**src/sv/mcws_pkg.sv**
```systemverilog
// shared types, constants and helpers for the mecanum command to wheel speed pipeline
package mcws_pkg;

  // datapath widths
  localparam int XY_W  = 34;   // cordic vector, q30 with headroom
  localparam int Z_W   = 26;   // cordic angle, 2^-16 degree
  localparam int ANG_W = 17;   // yaw after widening, 1/128 degree
  localparam int NUM_W = 36;   // signed wheel numerator
  localparam int MAG_W = 35;   // numerator magnitude and quotient
  localparam int REM_W = 16;   // divider remainder
  localparam int ADDR_W = 5;

  // motion modes (normal mode needs no special handling)
  localparam logic [1:0] MODE_STOP   = 2'd0;
  localparam logic [1:0] MODE_FOLLOW = 2'd2;
  localparam logic [1:0] MODE_SPIN   = 2'd3;

  // register indexes
  localparam logic [2:0] REG_MAX_LIN   = 3'd0;
  localparam logic [2:0] REG_MAX_ANG   = 3'd1;
  localparam logic [2:0] REG_MAX_WHEEL = 3'd2;
  localparam logic [2:0] REG_RADIUS    = 3'd3;
  localparam logic [2:0] REG_BASE      = 3'd4;
  localparam logic [2:0] REG_TRACK     = 3'd5;

  // register reset values
  localparam logic [14:0] RST_MAX_LIN   = 15'd3000;
  localparam logic [14:0] RST_MAX_ANG   = 15'd6000;
  localparam logic [18:0] RST_MAX_WHEEL = 19'd100000;
  localparam logic [15:0] RST_RADIUS    = 16'd7600;
  localparam logic [11:0] RST_BASE      = 12'd400;
  localparam logic [11:0] RST_TRACK     = 12'd400;

  // fixed point constants
  localparam logic signed [XY_W-1:0]  CORDIC_GAIN_Q30 = 34'sd652032874;
  localparam logic [22:0]             FOLLOW_GAIN     = 23'd6862914;
  localparam logic [14:0]             SPIN_RATE       = 15'd6000;
  localparam logic signed [ANG_W-1:0] HALF_TURN       = 17'sd23040;
  localparam logic signed [ANG_W-1:0] QUARTER_TURN    = 17'sd11520;
  localparam logic signed [ANG_W-1:0] FULL_TURN       = 17'sd46080;
  localparam logic signed [17:0]      LIN_SCALE       = 18'sd100000;
  localparam logic [6:0]              ARM_SCALE       = 7'd50;
  localparam logic [15:0]             MIN_RADIUS      = 16'd100;

  typedef struct packed {
    logic              robot_enabled;
    logic              emergency_stop;
    logic              safe_mode;
    logic [1:0]        cmd_mode;
    logic signed [15:0] cmd_vx;
    logic signed [15:0] cmd_vy;
    logic signed [15:0] cmd_wz;
    logic              field_relative;
    logic signed [15:0] chassis_yaw;
    logic              yaw_valid;
    logic              gimbal_online;
    logic signed [15:0] gimbal_yaw;
  } mcws_in_t;

  typedef struct packed {
    logic [1:0]         applied_mode;
    logic signed [15:0] applied_vx;
    logic signed [15:0] applied_vy;
    logic signed [15:0] applied_wz;
    logic signed [19:0] wheel_front_left;
    logic signed [19:0] wheel_front_right;
    logic signed [19:0] wheel_rear_left;
    logic signed [19:0] wheel_rear_right;
    logic               drive_enabled;
  } mcws_out_t;

  typedef struct packed {
    logic [14:0] max_linear_speed;
    logic [14:0] max_angular_speed;
    logic [18:0] max_wheel_speed;
    logic [15:0] tire_radius;
    logic [11:0] wheel_base;
    logic [11:0] track_width;
  } mcws_cfg_t;

  // command as it travels down the pipe
  typedef struct packed {
    logic               go;
    logic               rot;
    logic [1:0]         mode;
    logic signed [15:0] vx;
    logic signed [15:0] vy;
    logic signed [15:0] wz;
  } mcws_cmd_t;

  // atan(2^-i) in 2^-16 degree
  function automatic logic [22:0] atan_lookup(input int unsigned i);
    logic [22:0] a;
    begin
      case (i)
        0: a = 23'd2949120;
        1: a = 23'd1740967;
        2: a = 23'd919879;
        3: a = 23'd466945;
        4: a = 23'd234379;
        5: a = 23'd117304;
        6: a = 23'd58666;
        7: a = 23'd29335;
        8: a = 23'd14668;
        9: a = 23'd7334;
        10: a = 23'd3667;
        11: a = 23'd1833;
        12: a = 23'd917;
        13: a = 23'd458;
        14: a = 23'd229;
        15: a = 23'd115;
        16: a = 23'd57;
        17: a = 23'd29;
        18: a = 23'd14;
        19: a = 23'd7;
        20: a = 23'd4;
        21: a = 23'd2;
        22: a = 23'd1;
        default: a = 23'd0;
      endcase
      atan_lookup = a;
    end
  endfunction

  // clamp to +-lim
  function automatic logic signed [15:0] clamp16(input logic signed [15:0] v,
                                                 input logic [14:0] lim);
    logic signed [16:0] l;
    logic signed [16:0] vv;
    begin
      l  = signed'({2'b00, lim});
      vv = 17'(v);
      if (vv > l) clamp16 = l[15:0];
      else if (vv < -l) clamp16 = 16'(-l);
      else clamp16 = v;
    end
  endfunction

  // saturate to the signed 16 bit range
  function automatic logic signed [15:0] sat16(input logic signed [20:0] v);
    begin
      if (v > 21'sd32767) sat16 = 16'sh7fff;
      else if (v < -21'sd32768) sat16 = 16'sh8000;
      else sat16 = v[15:0];
    end
  endfunction

endpackage

```
**src/sv/mcws_cordic.sv**
```systemverilog
// pipelined rotation-mode cordic, one micro-rotation per stage
module mcws_cordic #(
  parameter int STEPS = 16
) (
  input  logic                             clk,
  input  logic                             rst,
  input  logic                             en,
  input  logic                             in_valid,
  input  mcws_pkg::mcws_cmd_t              in_cmd,
  input  logic signed [mcws_pkg::Z_W-1:0]  in_z,
  input  logic                             in_neg,
  output logic                             valid,
  output mcws_pkg::mcws_cmd_t              cmd,
  output logic signed [mcws_pkg::XY_W-1:0] x,
  output logic signed [mcws_pkg::XY_W-1:0] y,
  output logic                             neg
);
  import mcws_pkg::*;

  logic                  vs [STEPS];
  mcws_cmd_t             cs [STEPS];
  logic signed [XY_W-1:0] xs [STEPS];
  logic signed [XY_W-1:0] ys [STEPS];
  logic signed [Z_W-1:0]  zs [STEPS];
  logic                  ns [STEPS];

  for (genvar k = 0; k < STEPS; k++) begin : g_step
    localparam logic signed [Z_W-1:0] ATAN_K = Z_W'(atan_lookup(k));
    logic                   vi;
    mcws_cmd_t              ci;
    logic signed [XY_W-1:0] xi;
    logic signed [XY_W-1:0] yi;
    logic signed [Z_W-1:0]  zi;
    logic                   ni;

    if (k == 0) begin : g_first
      assign vi = in_valid;
      assign ci = in_cmd;
      assign xi = CORDIC_GAIN_Q30;
      assign yi = '0;
      assign zi = in_z;
      assign ni = in_neg;
    end else begin : g_next
      assign vi = vs[k-1];
      assign ci = cs[k-1];
      assign xi = xs[k-1];
      assign yi = ys[k-1];
      assign zi = zs[k-1];
      assign ni = ns[k-1];
    end

    always_ff @(posedge clk) begin
      if (rst) begin
        vs[k] <= 1'b0;
      end else if (en) begin
        vs[k] <= vi;
      end
    end

    // rotate toward zero residual angle
    always_ff @(posedge clk) begin
      if (en) begin
        cs[k] <= ci;
        ns[k] <= ni;
        if (!zi[Z_W-1]) begin
          xs[k] <= xi - (yi >>> k);
          ys[k] <= yi + (xi >>> k);
          zs[k] <= zi - ATAN_K;
        end else begin
          xs[k] <= xi + (yi >>> k);
          ys[k] <= yi - (xi >>> k);
          zs[k] <= zi + ATAN_K;
        end
      end
    end
  end

  assign valid = vs[STEPS-1];
  assign cmd   = cs[STEPS-1];
  assign x     = xs[STEPS-1];
  assign y     = ys[STEPS-1];
  assign neg   = ns[STEPS-1];

endmodule

```
**config.mk**
```make
export PLATFORM = sky130hd
export DESIGN_NAME = mcws_cordic
export DESIGN_NICKNAME = d
export VERILOG_FILES = /design/src/sv/mcws_pkg.sv /design/src/sv/mcws_cordic.sv
export SDC_FILE = /design/constraint.sdc
export NUM_CORES = 2
export LEC_CHECK = 0
export BUFFER_PORTS_ARGS = -buffer_cell sky130_fd_sc_hd__clkbuf_2
export CORE_AREA = 5 5 641 643
export CTS_BUF_LIST = sky130_fd_sc_hd__clkbuf_4
export DETAILED_ROUTE_END_ITERATION = 16
export DIE_AREA = 0 0 646 648
export SYNTH_ARGS = -nofsm -noshare
export SYNTH_HDL_FRONTEND = slang
export SYNTH_SLANG_ARGS = --single-unit
```
**constraint.sdc**
```tcl
create_clock -name clk -period 5.2 [get_ports clk]
set_input_delay 0.78 -clock clk [delete_from_list [all_inputs] [get_ports clk]]
set_output_delay 0.78 -clock clk [all_outputs]
set_load 0.01 [all_outputs]
```
==> summary.md <==
| Metric | Value |
|---|---|
| Post-synthesis simple-gate area fraction | about a tenth |
| Layout cells sized above 1 | between 10% and 20% |
| Final Hold Fails | 0 |
| Main synth FF type | edfxtp_1 |
| Fin nets | about 15000 |
| Final cell count without fillers | just under 20000 |
| H-Tree Level Count | 6 |
| Dpl hpwl | approximately 250 mm |
| Clock transition at the registers of the reported paths | about 0.060 ns |
| Area Overhead vs Synth | 13.8% |
| Number of global-route vias before repair | roughly 99000 |
| Top cell type's share of synthesized area | roughly 47% |
| Fin crit period | between 5 and 6 ns |
| FF+latch count, synth | 2224 |
| Core box area | 405000 sq um |
| Crit. End Element | flop |
| Max clock buf depth | 4 |
| Finish-stage setup viols | 0 |
| Setup CP Type | reg2reg |
| WP data required | roughly 6.4 ns |
| HP Class | in2reg |
| Post-synth EDFFs | around 2200 |
| CP Capture Point | xs[1][169]$_DFFE_PP_ |
| Synth Net Count | between 10000 and 15000 |
| Outcome | finished clean |
| Die height | 648 microns |
| DIE WIDTH | roughly 650 microns |
| Port bufs | roughly 200 |
| I/O pin cnt | roughly 210 |
| DRT iter0 DRCs | 5599 |
| Crit path from | ys[1][118]$_DFFE_PP_ |
| Area leader, netlist | edfxtp_1 |
| Slew @ Worst Pin | 0.984 ns |
| DR vias/cell | between 5 and 6 |
| Rows | 234 |
| Peak fanout along the critical path | 4 |
| Post-Synthesis Cells | 12800 |
| Slowest library cell on the worst path | or4_4 |
| TritonRoute pass-1 iters | 6 |
| Post-synth ARST share | 0% |
| Antenna-violating nets left | 0 |
| Post-synthesis mux area share | less than 1% |
| Reg-to-Reg Start | ys[1][118]$_DFFE_PP_ |
| Root buf cell | clkbuf_4 |
| CP arrival | ~6.2 ns |
| Top area cells in the synthesized netlist | edfxtp_1 (47%), ha_1 (11%), xnor2_1 (7.4%), a21oi_1 (4.3%), xor2_1 (3.7%) |
| FF-to-FF End | xs[1][169]$_DFFE_PP_ |
| Fillers | ~40000 |
| Avg WL per Cell | 16.5 microns |
| Die Area | approximately 420000 sq um |
| Most frequent CP cell | a21o_1 |
| GP Congestion | between 0.8 and 0.9 |
| CTS buffer count | 617 |
| R2r setup slk | roughly 0.16 ns |
| Mapped Avg Cell Area | between 10 and 15 sq um |
| Largest net degree at the start of global routing | around 190 |
| Count of different cell masters after synthesis | 99 |
| CP startpoint kind | flop |
| Initial antenna violation count | 6 |
| Starting Density | a little over a third |
| Total routed wirelength | 325 mm |
| Clock Skew | between 0.1 and 0.15 ns |
| Fmax achieved | just under 200 MHz |
| First-pass GRT wire length | 520 mm |
| Relative slew slack | between 30% and 40% |
| # Max-Cap Violations | 0 |
| R2R depth | 23 |
| Post-synthesis sequential area ratio | between 40% and 50% |
| Mapped cell area | 141000 sq um |
| Number of cells after detailed placement | around 19000 |
| Main combinational cell family by area after synthesis | compound AO/OA/AOI/OAI gates |
| Clock sink total | ~2200 |
| Synth warn | 0 |
| Largest stage delay, worst path | between 0.4 and 0.5 ns |
| Fin crit share | a little over nine tenths |
| Synth Area in Adders | about 12% |
| CTS tree | done |
| Cells along the critical path | nor3_2 > buf_4 > nand2b_4 > nor4_4 > buf_4 > nand2b_4 > or4_4 > or3_4 > nor4_4 > nor2_1 > xor2_1 > ha_1 > a21o_1 > a21o_1 > a21o_1 > a211o_1 > o2111ai_2 > o211a_1 > o21ai_2 > and3_4 > o211ai_1 > nand3b_1 > xnor2_1 |
| Final number of max-transition violations | 0 |
| Post-synthesis xor/xnor area fraction | approximately 11% |
| GR Overflow Total | 0 |
| DR vias | around 100000 |
| Synth Area in Compound Gates | between 10% and 20% |
| Tot GR Track Use | about 15% |
| Clock Latency Late Sink | around 1.5 ns |
| DRC | 0 |
## flip-flops by register name (all words and copies together), names as in the netlist
| register | cells |
|---|---|
| zs | 365 |
| ys | 511 |
| cs | 832 |
| ns | 16 |
| vs | 16 |
| xs | 484 |
## layer usage
layer | share of wire [%] | vias to the layer above | GRT usage (%)
li1 | - | 50300 | -
met1 | 43 | 46400 | 18.3
met2 | 49 | 1904 | 27.0
met3 | 3.8 | 680 | 2.19
met4 | 3.8 | 10 | 5.95
met5 | 0.025 | - | 0
## how the worst min path moves through the flow
stage          cells after the start  slack [ns]                    to                  from
2_1_floorplan                      0        0.40  cs[0][100]$_DFFE_PP_   cs[0][48]$_DFFE_PP_
3_3_place_gp                       0        0.40   cs[1][30]$_DFFE_PP_  cs[0][394]$_DFFE_PP_
3_5_place_dp                       0        0.40  cs[0][115]$_DFFE_PP_   cs[0][63]$_DFFE_PP_
4_1_cts                            3        0.02   zs[0][17]$_DFFE_PP_              in_z[17]
5_1_grt                            3        0.15   zs[0][17]$_DFFE_PP_              in_z[16]
6_report                           3        0.28   zs[0][17]$_DFFE_PP_              in_z[16]
## cell usage in the layout, fill, tap and decap left out, types with 140 or more instances in the layout
cell,synthesis,final
xnor2_1,1185,1185
ha_1,1292,1292
clkbuf_4,0,856
nand2_1,666,660
dlygate4sd3_1,0,158
nor2b_1,161,159
clkbuf_2,1,203
buf_4,52,349
o21ai_0,599,599
nor2_1,906,905
o21a_1,199,199
a21oi_1,1222,1222
inv_1,509,509
nor3_1,257,252
nand3_1,176,176
edfxtp_1,2224,2224
nand2b_1,173,171
a21o_1,577,577
o31ai_1,140,140
o21bai_1,169,169
xor2_1,593,593
## synth_stat cells, drive strengths merged, types with 44 or more instances
master and count:
nand4 85, nor4 79, nand2 666, inv 510
a21oi 1225, mux2i 56, a21o 577, o211ai 49
o21bai 169, edfxtp 2224, and2 78, o31ai 145
clkbuf 174, nand2b 173, o21ai 630, nor2b 161
or3 98, and3 113, a31oi 102, buf 81
o41ai 58, nor2 908, xor2 594, a211oi 106
fa 44, mux2 53, xnor2 1185, o21a 199
nand3 176, ha 1292, nor3 258
## timing repair
action | CTS | global route
gates resized for setup | 0 | 38
setup endpoints to repair | 0 | 36
endpoints found under the hold margin | 615 | 0
setup buffers | 0 | 9
hold buffers | 158 | 0
## logic make-up (layout without fill, tap and decap cells)
family / after synthesis / count (layout)
compound gates: 3609 / 3609
simple gates: 2950 / 2950
flops: 2224 / 2224
xor+xnor: 1779 / 1779
fa+ha+maj: 1336 / 1336
buf+inv: 767 / 2309
mux: 109 / 109
other cells: 0 / 16
## worst max-delay path: cells and delay by family, from the launching register on
family	cells	cell delay (ns)
simple gates	10	2.09
flops	1	0.40
buf+inv	2	0.31
xor+xnor	2	0.27
compound gates	8	1.40
fa+ha+maj	1	0.33
## layout make-up
cell class | count | area, sq um | share of cell area (%)
Clock buffer | 856 | 6430 | 4.01
Multi-Input combinational cell | 9783 | 71300 | 44.5
Sequential cell | 2224 | 66800 | 41.6
Inverter | 512 | 1920 | 1.20
Antenna cell | 16 | 40.0 | 0.0250
Clock inverter | 215 | 1570 | 0.979
Tap cell | 5428 | 6790 | 4.23
Timing Repair Buffer | 726 | 5540 | 3.45
## metrics by stage
step	util, %	instance area (sq um)	TNS, ns	hold slack, ns	worst slack (ns)
after global routing	39.6	160000	-0.139	0.147	-0.0924
after CTS	39.6	160000	0	0.0224	0.0309
after detailed placement	37.2	150000	0	0.405	0.0476
after global placement	37.2	150000	-0.0391	0.400	-0.0391
final	39.6	160000	0	0.277	0.157
after floorplan	-	141000	0	0.400	0.0117
Power is not shown: default switching activity piles up to over one toggle a cycle in this logic, so the estimate is an artifact.
