==> src/sv/mcws_pkg.sv <==
// shared types, constants and helpers for the mecanum command to wheel speed pipeline
package mcws_pkg;

  // datapath widths
  localparam int XY_W  = 34;   // cordic vector, q30 with headroom
  localparam int Z_W   = 26;   // cordic angle, 2^-16 degree
  localparam int ANG_W = 17;   // yaw after widening, 1/128 degree
  localparam int NUM_W = 36;   // signed wheel numerator
  localparam int MAG_W = 35;   // numerator magnitude and quotient
  localparam int REM_W = 16;   // divider remainder
  localparam int ADDR_W = 5;

  // motion modes (normal mode needs no special handling)
  localparam logic [1:0] MODE_STOP   = 2'd0;
  localparam logic [1:0] MODE_FOLLOW = 2'd2;
  localparam logic [1:0] MODE_SPIN   = 2'd3;

  // register indexes
  localparam logic [2:0] REG_MAX_LIN   = 3'd0;
  localparam logic [2:0] REG_MAX_ANG   = 3'd1;
  localparam logic [2:0] REG_MAX_WHEEL = 3'd2;
  localparam logic [2:0] REG_RADIUS    = 3'd3;
  localparam logic [2:0] REG_BASE      = 3'd4;
  localparam logic [2:0] REG_TRACK     = 3'd5;

  // register reset values
  localparam logic [14:0] RST_MAX_LIN   = 15'd3000;
  localparam logic [14:0] RST_MAX_ANG   = 15'd6000;
  localparam logic [18:0] RST_MAX_WHEEL = 19'd100000;
  localparam logic [15:0] RST_RADIUS    = 16'd7600;
  localparam logic [11:0] RST_BASE      = 12'd400;
  localparam logic [11:0] RST_TRACK     = 12'd400;

  // fixed point constants
  localparam logic signed [XY_W-1:0]  CORDIC_GAIN_Q30 = 34'sd652032874;
  localparam logic [22:0]             FOLLOW_GAIN     = 23'd6862914;
  localparam logic [14:0]             SPIN_RATE       = 15'd6000;
  localparam logic signed [ANG_W-1:0] HALF_TURN       = 17'sd23040;
  localparam logic signed [ANG_W-1:0] QUARTER_TURN    = 17'sd11520;
  localparam logic signed [ANG_W-1:0] FULL_TURN       = 17'sd46080;
  localparam logic signed [17:0]      LIN_SCALE       = 18'sd100000;
  localparam logic [6:0]              ARM_SCALE       = 7'd50;
  localparam logic [15:0]             MIN_RADIUS      = 16'd100;

  typedef struct packed {
    logic              robot_enabled;
    logic              emergency_stop;
    logic              safe_mode;
    logic [1:0]        cmd_mode;
    logic signed [15:0] cmd_vx;
    logic signed [15:0] cmd_vy;
    logic signed [15:0] cmd_wz;
    logic              field_relative;
    logic signed [15:0] chassis_yaw;
    logic              yaw_valid;
    logic              gimbal_online;
    logic signed [15:0] gimbal_yaw;
  } mcws_in_t;

  typedef struct packed {
    logic [1:0]         applied_mode;
    logic signed [15:0] applied_vx;
    logic signed [15:0] applied_vy;
    logic signed [15:0] applied_wz;
    logic signed [19:0] wheel_front_left;
    logic signed [19:0] wheel_front_right;
    logic signed [19:0] wheel_rear_left;
    logic signed [19:0] wheel_rear_right;
    logic               drive_enabled;
  } mcws_out_t;

  typedef struct packed {
    logic [14:0] max_linear_speed;
    logic [14:0] max_angular_speed;
    logic [18:0] max_wheel_speed;
    logic [15:0] tire_radius;
    logic [11:0] wheel_base;
    logic [11:0] track_width;
  } mcws_cfg_t;

  // command as it travels down the pipe
  typedef struct packed {
    logic               go;
    logic               rot;
    logic [1:0]         mode;
    logic signed [15:0] vx;
    logic signed [15:0] vy;
    logic signed [15:0] wz;
  } mcws_cmd_t;

  // atan(2^-i) in 2^-16 degree
  function automatic logic [22:0] atan_lookup(input int unsigned i);
    logic [22:0] a;
    begin
      case (i)
        0: a = 23'd2949120;
        1: a = 23'd1740967;
        2: a = 23'd919879;
        3: a = 23'd466945;
        4: a = 23'd234379;
        5: a = 23'd117304;
        6: a = 23'd58666;
        7: a = 23'd29335;
        8: a = 23'd14668;
        9: a = 23'd7334;
        10: a = 23'd3667;
        11: a = 23'd1833;
        12: a = 23'd917;
        13: a = 23'd458;
        14: a = 23'd229;
        15: a = 23'd115;
        16: a = 23'd57;
        17: a = 23'd29;
        18: a = 23'd14;
        19: a = 23'd7;
        20: a = 23'd4;
        21: a = 23'd2;
        22: a = 23'd1;
        default: a = 23'd0;
      endcase
      atan_lookup = a;
    end
  endfunction

  // clamp to +-lim
  function automatic logic signed [15:0] clamp16(input logic signed [15:0] v,
                                                 input logic [14:0] lim);
    logic signed [16:0] l;
    logic signed [16:0] vv;
    begin
      l  = signed'({2'b00, lim});
      vv = 17'(v);
      if (vv > l) clamp16 = l[15:0];
      else if (vv < -l) clamp16 = 16'(-l);
      else clamp16 = v;
    end
  endfunction

  // saturate to the signed 16 bit range
  function automatic logic signed [15:0] sat16(input logic signed [20:0] v);
    begin
      if (v > 21'sd32767) sat16 = 16'sh7fff;
      else if (v < -21'sd32768) sat16 = 16'sh8000;
      else sat16 = v[15:0];
    end
  endfunction

endpackage

==> src/sv/mcws_prep.sv <==
// front stages: request register, limits, mode override and yaw folding
module mcws_prep (
  input  logic                          clk,
  input  logic                          rst,
  input  logic                          en,
  input  logic                          in_valid,
  input  mcws_pkg::mcws_in_t            in_data,
  input  mcws_pkg::mcws_cfg_t           cfg,
  output logic                          valid,
  output mcws_pkg::mcws_cmd_t           cmd,
  output logic signed [mcws_pkg::Z_W-1:0] z,
  output logic                          neg
);
  import mcws_pkg::*;

  logic        v1;
  mcws_in_t    d1;

  logic               v2;
  mcws_cmd_t          c2;
  logic               follow2;
  logic               spin2;
  logic               gpos2;
  logic [31:0]        gg2;
  logic signed [Z_W-1:0] z2;
  logic               neg2;

  // stage 2 logic
  logic               ready;
  logic               follow;
  logic               use_chassis;
  logic signed [15:0] yaw_sel;
  logic signed [ANG_W-1:0] a_wrap;
  logic signed [ANG_W-1:0] a_fold;
  logic               a_neg;
  logic [15:0]        g_abs;
  mcws_cmd_t          c2_next;

  // stage 3 logic
  logic [54:0]        prod;
  logic [54:0]        prod_rnd;
  logic [22:0]        p;
  logic signed [23:0] wz_f;
  logic signed [23:0] ang_l;
  logic signed [15:0] wz_follow;
  logic [14:0]        wz_spin;
  mcws_cmd_t          cmd_next;

  // request register
  always_ff @(posedge clk) begin
    if (rst) begin
      v1 <= 1'b0;
    end else if (en) begin
      v1 <= in_valid;
    end
  end
  always_ff @(posedge clk) begin
    if (en) begin
      d1 <= in_data;
    end
  end

  // readiness, clamps, angle selection and folding
  always_comb begin
    ready = d1.robot_enabled && !d1.emergency_stop && !d1.safe_mode;
    follow = (d1.cmd_mode == MODE_FOLLOW) && d1.gimbal_online;
    use_chassis = d1.field_relative && d1.yaw_valid;
    yaw_sel = use_chassis ? d1.chassis_yaw : d1.gimbal_yaw;
    a_wrap = ANG_W'(yaw_sel);
    if (a_wrap > HALF_TURN) a_wrap = a_wrap - FULL_TURN;
    else if (a_wrap < -HALF_TURN) a_wrap = a_wrap + FULL_TURN;
    a_neg = 1'b0;
    a_fold = a_wrap;
    if (a_wrap > QUARTER_TURN) begin
      a_fold = a_wrap - HALF_TURN;
      a_neg = 1'b1;
    end else if (a_wrap < -QUARTER_TURN) begin
      a_fold = a_wrap + HALF_TURN;
      a_neg = 1'b1;
    end
    g_abs = d1.gimbal_yaw[15] ? 16'(-d1.gimbal_yaw) : 16'(d1.gimbal_yaw);
    c2_next.go = ready && (d1.cmd_mode != MODE_STOP);
    c2_next.rot = use_chassis || follow;
    c2_next.mode = d1.cmd_mode;
    c2_next.vx = clamp16(d1.cmd_vx, cfg.max_linear_speed);
    c2_next.vy = clamp16(d1.cmd_vy, cfg.max_linear_speed);
    c2_next.wz = clamp16(d1.cmd_wz, cfg.max_angular_speed);
  end

  always_ff @(posedge clk) begin
    if (rst) begin
      v2 <= 1'b0;
    end else if (en) begin
      v2 <= v1;
    end
  end
  always_ff @(posedge clk) begin
    if (en) begin
      c2 <= c2_next;
      follow2 <= follow;
      spin2 <= (d1.cmd_mode == MODE_SPIN);
      gpos2 <= (d1.gimbal_yaw > 16'sd0);
      gg2 <= 32'(g_abs) * 32'(g_abs);
      z2 <= Z_W'(a_fold) <<< 9;
      neg2 <= a_neg;
    end
  end

  // follow rate and spin override
  always_comb begin
    prod = 55'(gg2) * 55'(FOLLOW_GAIN);
    prod_rnd = prod + 55'(33'h0_8000_0000);
    p = prod_rnd[54:32];
    wz_f = gpos2 ? -signed'({1'b0, p}) : signed'({1'b0, p});
    ang_l = signed'({9'b0, cfg.max_angular_speed});
    if (wz_f > ang_l) wz_follow = ang_l[15:0];
    else if (wz_f < -ang_l) wz_follow = 16'(-ang_l);
    else wz_follow = wz_f[15:0];
    wz_spin = (cfg.max_angular_speed < SPIN_RATE) ? cfg.max_angular_speed : SPIN_RATE;
    cmd_next = c2;
    if (follow2) cmd_next.wz = wz_follow;
    else if (spin2) cmd_next.wz = signed'({1'b0, wz_spin});
  end

  always_ff @(posedge clk) begin
    if (rst) begin
      valid <= 1'b0;
    end else if (en) begin
      valid <= v2;
    end
  end
  always_ff @(posedge clk) begin
    if (en) begin
      cmd <= cmd_next;
      z <= z2;
      neg <= neg2;
    end
  end

endmodule

==> config.mk <==
export PLATFORM = sky130hd
export DESIGN_NAME = mcws_prep
export DESIGN_NICKNAME = d
export VERILOG_FILES = /design/src/sv/mcws_pkg.sv /design/src/sv/mcws_prep.sv
export SDC_FILE = /design/constraint.sdc
export NUM_CORES = 2
export LEC_CHECK = 0
export BUFFER_PORTS_ARGS = -buffer_cell sky130_fd_sc_hd__buf_2
export CAP_MARGIN = 20
export CORE_MARGIN = 4
export CORE_UTILIZATION = 65
export CTS_BUF_LIST = sky130_fd_sc_hd__clkbuf_8 sky130_fd_sc_hd__clkbuf_16
export DETAILED_ROUTE_END_ITERATION = 12
export PLACE_DENSITY = 0.92
export SETUP_SLACK_MARGIN = 0.3
export SLEW_MARGIN = 20
export SYNTH_ARGS = -nofsm -noshare
export SYNTH_HDL_FRONTEND = slang
export SYNTH_SLANG_ARGS = --single-unit
==> constraint.sdc <==
create_clock -name clk -period 22.1 [get_ports clk]
set_input_delay 6.63 -clock clk [delete_from_list [all_inputs] [get_ports clk]]
set_output_delay 6.63 -clock clk [all_outputs]
set_load 0.02 [all_outputs]
==> summary.md <==
| Metric | Value |
|---|---|
| Clock tree sinks | 265 |
| Syn Inst Count | 3198 |
| GR Util All Layers | 32.0% |
| FFs w/ async S/R, synth | 0% |
| Largest net degree at the start of global routing | 116 |
| Die W | 232 µm |
| Die area | 53900 µm² |
| Most frequent cells in the layout | inv_1, ha_1, fa_1 |
| Initial antenna violation count | 1 |
| Wirelength per Cell | 21.5 µm |
| DP Cell Count | 4022 |
| Slew headroom | 14.9% |
| Multiplexer share of the synthesized area | 2.68% |
| Setup tns final | 0 ns |
| Crit path max fanout | 17 |
| Capturing point of the worst reg2reg path | cmd[13] |
| Sequential fraction of the synthesis area | 24.3% |
| Largest family of logic cells by synthesized area | adder cells |
| Starting Density | 66.2% |
| Max Cap Violations | 0 |
| Yosys cell types | 100 |
| DRT Pass-1 Iters | 6 |
| Period utilization | 59.0% |
| H-tree level count | 1 |
| Post-CTS Setup Inserts | 0 |
| Setup crit end kind | flip-flop |
| Post-Place Worst Slack | 9.43 ns |
| First-pass GRT wire length | 138 mm |
| Final period demand of the worst path | 13.04 ns |
| Post-Syn Area | 32700 µm² |
| RSZ-0062 raised after global routing | false |
| Status | complete, no violations |
| Via density per instance | 6.28 |
| Final worst slack | 9.06 ns |
| Clk_lat worst skew | 0.62 ns |
| CTS root buf | clkbuf_16 |
| R2R Setup Slk | 9.06 ns |
| # fillers | 3007 |
| Number of synthesized flops with an enable pin | 262 |
| Final Slew Violations | 0 |
| DR DRC count | 0 |
| Worst-case reg-to-reg path depth | 46 |
| Max Buffers Root-to-Sink | 3 |
| Most used cell, CP | o21ai_0 |
| Post-synthesis compound-gate area fraction | 10.3% |
| Dominant synthesized flop cell | edfxtp_1 |
| Xor/xnor cell area share of the yosys netlist | 4.04% |
| Hold_buf cts | 0 |
| CP startpoint kind | flip-flop |
| Initial DRC count | 2338 |
| Share of cells above drive strength 1 | 9.52% |
| TritonCTS clock tree | built |
| Worst hold path type | reg -> reg |
| Clk_skew | 0.0593 ns |
| CTS Buf Count | 30 |
| Hpwl dp | 63.7 mm |
| Slowest stage cell, crit path | edfxtp_1 |
| Worst R2R Start | gg2[9] |
| Yosys warns | 0 |
| Final nets | 4426 |
| CORE AREA | 49400 µm² |
| Vias | 25602 |
| Delay of the slowest critical-path stage | 0.63 ns |
| Final hold vios | 0 |
| Synth Register Bits | 265 |
| Simple-gate portion of the synthesized area | 9.53% |
| Die span in y | 232 µm |
| Finished Layout Cells | 4080 |
| WHS | 0.388 ns |
| Top Ports | 261 |
| Hold Crit Depth | 0 |
| Final ANT Viol Nets | 0 |
| Setup Viol. Count Final | 0 |
| Area grow syn2layout | 8.71% |
| Fraction of the mapped netlist area in adder cells | 40.7% |
| Min-delay src | z2[16] |
| Max frequency | 76.7 MHz |
| Most common cell after layout, fill and taps aside | inv_1 |
| GPL Wtd Cong | 0.950 |
| Hold Path Sink | z[16] |
| Worst endpoint required time | 22.42 ns |
| Worst-Margin Slew | 1.27 ns |
| Final wirelength | 87.8 mm |
| WP data arrival | 13.36 ns |
| Syn avg cell area | 10.2 µm² |
| Grt total ovfl | 0 |
| Crit Path Category | reg -> reg |
| Clk slew on worst S/H paths | 0.07 ns |
| PostCTS Resize Cnt | 0 |
| Number of global-route vias before repair | 27179 |
| Port Buffers | 192 |
| Std cell rows | 81 |
## critical path, delay by kind of cell (launching register included)
| kind | cells | cell delay [ns] |
|---|---|---|
| adder cells (fa/ha/maj) | 12 | 5.12 |
| AO/OA/AOI/OAI | 16 | 3.93 |
| AND/OR/NAND/NOR | 9 | 1.24 |
| multiplexers | 2 | 0.88 |
| flip-flops | 1 | 0.63 |
| XOR/XNOR | 2 | 0.54 |
| buffers and inverters | 5 | 0.37 |
## worst max-delay path by stage
stage                       start  endpoint  slack, ns
after floorplan           cfg[60]   cmd[10]      10.91
after global placement     gg2[8]   cmd[13]       9.79
after detailed placement   gg2[8]   cmd[13]       9.43
after CTS                  gg2[8]   cmd[13]       9.25
after global routing       gg2[8]   cmd[13]       8.32
final                      gg2[9]   cmd[13]       9.06
## cell families after synthesis
kind of cell	Yosys count
compound gates	499
xor+xnor	147
fa+ha+maj	856
buf+inv	711
flops	265
mux	83
other cells	2
simple gates	635
## synthesized netlist by cell type (9+ instances only)
| master | count | area [µm²] |
|---|---|---|
| o21bai_1 | 13 | 97.6 |
| o21ai_0 | 107 | 536 |
| nor4_1 | 18 | 113 |
| xor2_1 | 31 | 272 |
| mux2_2 | 17 | 191 |
| a221o_1 | 12 | 120 |
| mux2i_1 | 58 | 581 |
| a211oi_1 | 21 | 158 |
| buf_4 | 9 | 67.6 |
| or3_1 | 23 | 144 |
| o31ai_1 | 11 | 82.6 |
| and3_1 | 16 | 100 |
| clkbuf_1 | 48 | 180 |
| a21oi_1 | 123 | 616 |
| a22oi_1 | 26 | 195 |
| nand2_1 | 155 | 582 |
| nand2b_1 | 32 | 200 |
| nor2b_1 | 29 | 181 |
| o21a_1 | 43 | 323 |
| edfxtp_1 | 262 | 7870 |
| fa_1 | 347 | 6950 |
| a21o_1 | 32 | 240 |
| ha_1 | 507 | 6340 |
| and2_1 | 17 | 106 |
| inv_1 | 631 | 2370 |
| nor3_1 | 55 | 275 |
| nand3_1 | 38 | 190 |
| nor2_1 | 179 | 672 |
| a31oi_1 | 15 | 93.8 |
| xnor2_1 | 113 | 990 |
| nand4_1 | 33 | 206 |
## sequential cells by signal, summed over array words and instances (netlist names)
| signal | cells |
|---|---|
| gpos2 | 1 |
| valid | 1 |
| c2 | 52 |
| v1 | 1 |
| d1 | 86 |
| neg | 1 |
| z | 17 |
| cmd | 52 |
| v2 | 1 |
| gg2 | 31 |
| c2_next | 2 |
| follow2 | 1 |
| neg2 | 1 |
| spin2 | 1 |
| z2 | 17 |
## per-layer routing
layer / wire (µm) / GRT usage [%] / up-vias / part of all wire (%)
li1: - / - / 11205 / -
met1: 30200 / 36.8 / 12127 / 34
met2: 43000 / 55.1 / 1707 / 49
met3: 7710 / 6.24 / 563 / 8.8
met4: 6880 / 20.0 / 0 / 7.8
met5: 0 / 0 / - / 0
## cell type report
type / count / area [µm²] / share of cell area, %
Antenna cell: 1 / 2.50 / 0.00705
Timing Repair Buffer: 211 / 1120 / 3.16
Clock inverter: 26 / 368 / 1.04
Inverter: 638 / 2390 / 6.74
Sequential cell: 265 / 7930 / 22.3
Multi-Input combinational cell: 2245 / 22100 / 62.3
Clock buffer: 30 / 751 / 2.11
Tap cell: 664 / 831 / 2.34
## per-stage QoR
step                      util (%)  area [µm²]
after detailed placement      69.6       34400
final                         72.0       35500
after global placement        69.6       34400
after CTS                     71.9       35500
after floorplan                  -       32800
after global routing          72.0       35500
Power is not shown: default switching activity piles up to over one toggle a cycle in this logic, so the estimate is an artifact.
